<file path="config.mk">
export PLATFORM = sky130hd
export DESIGN_NAME = nfa_cell
export DESIGN_NICKNAME = d
export VERILOG_FILES = /design/src/rtl/nfa_pkg.sv /design/src/rtl/nfa_cell.sv
export SDC_FILE = /design/constraint.sdc
export NUM_CORES = 1
export LEC_CHECK = 0
export ABC_AREA = 1
export BUFFER_PORTS_ARGS = -buffer_cell sky130_fd_sc_hd__buf_4
export CAP_MARGIN = 20
export CORE_MARGIN = 5
export CORE_UTILIZATION = 46
export CTS_BUF_LIST = sky130_fd_sc_hd__clkbuf_8 sky130_fd_sc_hd__clkbuf_16
export DETAILED_ROUTE_END_ITERATION = 16
export PLACE_DENSITY = 0.8
export SLEW_MARGIN = 20
export SYNTH_ARGS = -nofsm -noshare
export SYNTH_HDL_FRONTEND = slang
export SYNTH_SLANG_ARGS = --single-unit
</file>
<file path="constraint.sdc">
create_clock -name clk_i -period 2.5 [get_ports clk_i]
set_input_delay 0.5 -clock clk_i [delete_from_list [all_inputs] [get_ports clk_i]]
set_output_delay 0.5 -clock clk_i [all_outputs]
set_load 0.02 [all_outputs]
</file>
<file path="src/rtl/nfa_pkg.sv">
// nfa_pkg: shared types and constants for the nfa regex match engine
// no dependencies
package nfa_pkg;
  localparam int NumStates = 16;
  localparam int AlphaSize = 256;
  localparam int StW = $clog2(NumStates);
  localparam int SymW = $clog2(AlphaSize);

  typedef enum logic [1:0] {
    ACT_LOAD_SYM = 2'd0,
    ACT_LOAD_EPS = 2'd1,
    ACT_BEGIN    = 2'd2,
    ACT_FEED     = 2'd3
  } action_e;

  typedef enum logic [0:0] {
    CFG_START  = 1'b0,
    CFG_ACCEPT = 1'b1
  } cfg_idx_e;

  typedef enum logic [2:0] {
    ST_IDLE, ST_GATHER, ST_CLOSE, ST_OUT, ST_CLEAR
  } state_e;

  typedef struct packed {
    logic [1:0]  action;
    logic [3:0]  state_index;
    logic [7:0]  symbol;
    logic [15:0] target_mask;
  } in_t;

  typedef struct packed {
    logic [15:0] active_set;
    logic        alive;
    logic        matched;
  } out_t;

  // per cell control from the sequencer
  typedef struct packed {
    logic load;  // parallel load of cell set bits
    logic shift; // shift request; nfa_cell does not use it and the sequencer drives it low
    logic eps_en;
  } cell_ctl_t;
endpackage

</file>
<file path="src/rtl/nfa_cell.sv">
// nfa_cell: one state cell; holds its epsilon row and its active bit
// depends on nfa_pkg
module nfa_cell (
  input  logic                          clk_i,
  input  logic                          rst_ni,
  input  logic                          eps_we_i,
  input  logic [nfa_pkg::NumStates-1:0] eps_row_i,
  input  nfa_pkg::cell_ctl_t            ctl_i,
  input  logic                          load_bit_i,
  input  logic [nfa_pkg::NumStates-1:0] or_i,
  output logic [nfa_pkg::NumStates-1:0] or_o,
  output logic                          bit_o
);
  import nfa_pkg::*;
  logic [NumStates-1:0] eps_q;
  logic bit_q;

  always_ff @(posedge clk_i or negedge rst_ni) begin
    if (!rst_ni) begin
      eps_q <= '0;
      bit_q <= 1'b0;
    end else begin
      if (eps_we_i) eps_q <= eps_row_i;
      if (ctl_i.load) bit_q <= load_bit_i;
    end
  end

  // accumulate this cell's epsilon row into the chain
  assign or_o = or_i | ((bit_q && ctl_i.eps_en) ? eps_q : '0);
  assign bit_o = bit_q;
endmodule

</file>
; Word-level counts from Yosys, hierarchy flattened
; Index checks and enable logic that the tools add are counted.
[word_totals]
reg_bits = 17
in_bits = 39
out_inout_bits = 17
wordCells = 5
[classes]
muxes = 1
bitwise_logic = 1
reduce_logical = 1
[op_table]
columns = operator, count
row1 = 16-bit two-way mux, 1
row2 = 16-bit OR, 1
row3 = 1-bit logical AND, 1

; Depth between registers and ports, before layout
[logic_depth]
depth_word = 3
depth_mapped = 5
mapped_depth_nobuf = 3

; Worst setup path before layout
; No wires, ideal clock.
[synth_path]
path_kind = input to output
startpoint = input port ctl_i[0] (netlist name)
endpoint = output port or_o[10] (netlist name)
arrival_time_ns = 0.994
t_required_ns = 2.000
slack_ns = 1.006
path_stages = 4
n_path_buf = 2
cell_sequence = clkbuf_2 > buf_6 > nand3_1 > nand2_1
[synth_via]
elab_chain_len = 3
[synth_lines]
columns = element, line_no
row1 = "start, declared", nfa_cell.sv:8  ; input nfa_pkg::cell_ctl_t ctl_i,
row2 = 1-bit logical AND, nfa_cell.sv:29  ; assign or_o = or_i | ((bit_q && ctl_i.eps_en) ? eps_q : '0);
row3 = 16-bit two-way mux, nfa_cell.sv:29
row4 = 16-bit OR, nfa_cell.sv:29
row5 = "end, declared", nfa_cell.sv:11  ; output logic [nfa_pkg::NumStates-1:0] or_o,
; No other way between the ends.

; Worst setup path after layout
[layout_path]
startpoint = register bit_q, in the netlist bit_o
endpoint = output port or_o[12] (netlist name)
[layout_via]
elab_chain_len = 3
[layout_lines]
columns = element, line_no
row1 = "start, declared", nfa_cell.sv:16  ; logic bit_q;
row2 = "start signal, assigned", nfa_cell.sv:24  ; if (ctl_i.load) bit_q <= load_bit_i;
row3 = 1-bit logical AND, nfa_cell.sv:29
row4 = 16-bit two-way mux, nfa_cell.sv:29
row5 = 16-bit OR, nfa_cell.sv:29
; No other way between the ends.

==> impl_metrics.csv <==
group,metric,value,unit
outcome,outcome,"complete, no violations",
clock_tree,clkTransAtPathRegs,60,ps
sta,hold_violations,0,
worst_setup_path,worstSetupEndpointType,"primary output",
synthesis,ys_types,11,
final_layout,area_delta_synth_final,42.3,%
worst_setup_path,worst_setup_path_start_kind,"register",
worst_setup_path,path_max_fanout,18,
worst_hold_path,hold_class,"in -> async",
worst_setup_path,regToRegEndpoint,"bit_o$_DFFE_PN0P_",
sta,min_period,1850,ps
final_layout,fin_nets,216,
routing,avgRoutedWirePerCell,10.8,um
worst_setup_path,critPathRequiredTime,2000,ps
final_layout,diodes,0,
sta,slew_headroom,60.6,%
synthesis,syn_area,965,um2
sta,setup_viol,0,
sta,setup_tns,0,ps
worst_setup_path,timing.rr.start,"bit_o$_DFFE_PN0P_",
global_route,grt_pass1_vias,936,
sta,fmax,0.542,GHz
sta,whs,105,ps
floorplanning,die_h,55.8,um
placement,dpl_cell_area,1330,um2
worst_setup_path,cp.arrival,1350,ps
clock_tree,cts-resized-gates,0,
power,p_leak,0.810,nW
synthesis,synthCells,125,
placement,port_buffers,54,
placement,dp_hpwl,1.70,mm
clock_tree,cts-root-buf,"clkbuf_8",
clock_tree,cts_buffer_depth,2,
final_layout,final_cell_mix,"buf_4 (54), nand2_1 (47), nand2_2 (20), inv_1 (17), dfrtp_1 (17)",
synthesis,ys_ff_latch,17,
routing,postRouteAntennaNets,0,
power,ir_worst_vdd,0.000415,V
sta,finalCritPeriodShare,73.9,%
global_route,grt_max_degree,19,
run,drv_cap,0,
floorplanning,rows,16,
clock_tree,cts.sinks,17,
floorplanning,io_pins,56,
sta,worst_slew_pin_slew,591,ps
floorplanning,start_util,48.7,%
final_layout,fin_area,1370,um2
synthesis,avgSynthCellArea,7.72,um2
clock_tree,cts_setup_buffers,0,
synthesis,syn-num-nets,164,
sta,rsz0062_at_grt,"no",
power,power_per_cell_area,502,nW/um2
routing,dr.pass1.iters,3,
global_route,overflow,0,
synthesis,ys_warn_count,0,
routing,vias,909,
routing,drc,0,
final_layout,postLayoutCoreUtil,69.3,%
floorplanning,core_area,1980,um2
final_layout,drive_above_1_share,45.5,%
clock_tree,hold_buffers,0,
global_route,grt_pass1_wl,3.90,mm
routing,routed_wl,2.20,mm
clock_tree,cts_tree,"done",
clock_tree,h-tree-depth,1,
final_layout,final_common_cell,"buf_4",
clock_tree,cts_buffers,3,
routing,viasPerCell,4.48,
floorplanning,die_area,3110,um2
global_route,antenna_found_initial,0,
routing,drt_iter0_markers,12,
worst_setup_path,worstSetupPathType,"reg -> out",
sta,slew_viol_final,0,
sta,fin_skew,0,ps
worst_setup_path,r2r_cells,2,
clock_tree,clk_latency,240,ps
global_route,grtUsageTotal,15.0,%
placement,gp_congestion,0.715,
floorplanning,dieWidth,55.8,um
synthesis,ys_seq_area_share,44.1,%
worst_setup_path,rrSetupSlack,1540,ps
## cell usage after synthesis
library cell | count | area (um2)
nand2_1 | 47 | 176
nand2_2 | 20 | 125
dfrtp_1 | 17 | 425
inv_1 | 17 | 63.8
nand3_1 | 15 | 75.1
buf_6 | 4 | 45.0
buf_12 | 1 | 20.0
buf_4 | 1 | 7.51
clkbuf_2 | 1 | 5.00
inv_8 | 1 | 11.3
nand3_2 | 1 | 10.0
## area by class of cell
class,count,area (um2)
Fill cell,186,609
Sequential cell,17,425
Timing Repair Buffer,54,405
Multi-Input combinational cell,83,387
Inverter,18,75.1
Clock buffer,3,41.3
Tap cell,27,33.8
Clock inverter,1,5.00
## flip-flops by register name (all words and copies together), names as in the netlist
signal / count
bit_o: 1
eps_q: 16
## routing by layer
layer | GRT usage (%) | wire (um) | vias up
li1 | - | - | 469
met1 | 16.6 | 848 | 411
met2 | 28.2 | 1200 | 27
met3 | 4.18 | 142 | 2
met4 | 3.13 | 8 | 0
met5 | 0 | 0 | -
## worst max-delay path by stage
stage,from,to,slack (ps),cells after the start
floorplan,ctl_i[0],or_o[10],1010,4
global placement,bit_o$_DFFE_PN0P_,or_o[13],920,3
detailed placement,bit_o$_DFFE_PN0P_,or_o[12],920,3
CTS,bit_o$_DFFE_PN0P_,or_o[12],640,3
global route,bit_o$_DFFE_PN0P_,or_o[9],510,3
finish,bit_o$_DFFE_PN0P_,or_o[12],650,3
## power breakdown
group          internal, mW  leakage (nW)  total, mW  switching [mW]
logic                0.0855         0.578      0.170          0.0842
clock network         0.110        0.0255      0.198          0.0881
registers             0.299         0.207      0.321          0.0219
## cell families (layout without fill, tap and decap cells)
family                 Yosys count  in the layout  synth area share, %
AND/OR/NAND/NOR                 83             83                 40.1
buffers and inverters           25             76                 15.8
flip-flops                      17             17                 44.1
## per-stage QoR
| step | instances | power (mW) | setup slack (ps) |
|---|---|---|---|
| floorplan | 125 | 0.421 | 1010 |
| global placement | 199 | 0.495 | 924 |
| detailed placement | 199 | 0.499 | 917 |
| CTS | 203 | 0.700 | 638 |
| global route | 203 | 0.731 | 513 |
| finish | 203 | 0.689 | 654 |
## worst max-delay path: stages (launching register included)
cell and delay, ps:
dfrtp_1 720, nand3_1 160, nand2_1 90, buf_4 130
Note: power is estimated with default switching activity, not from simulation.
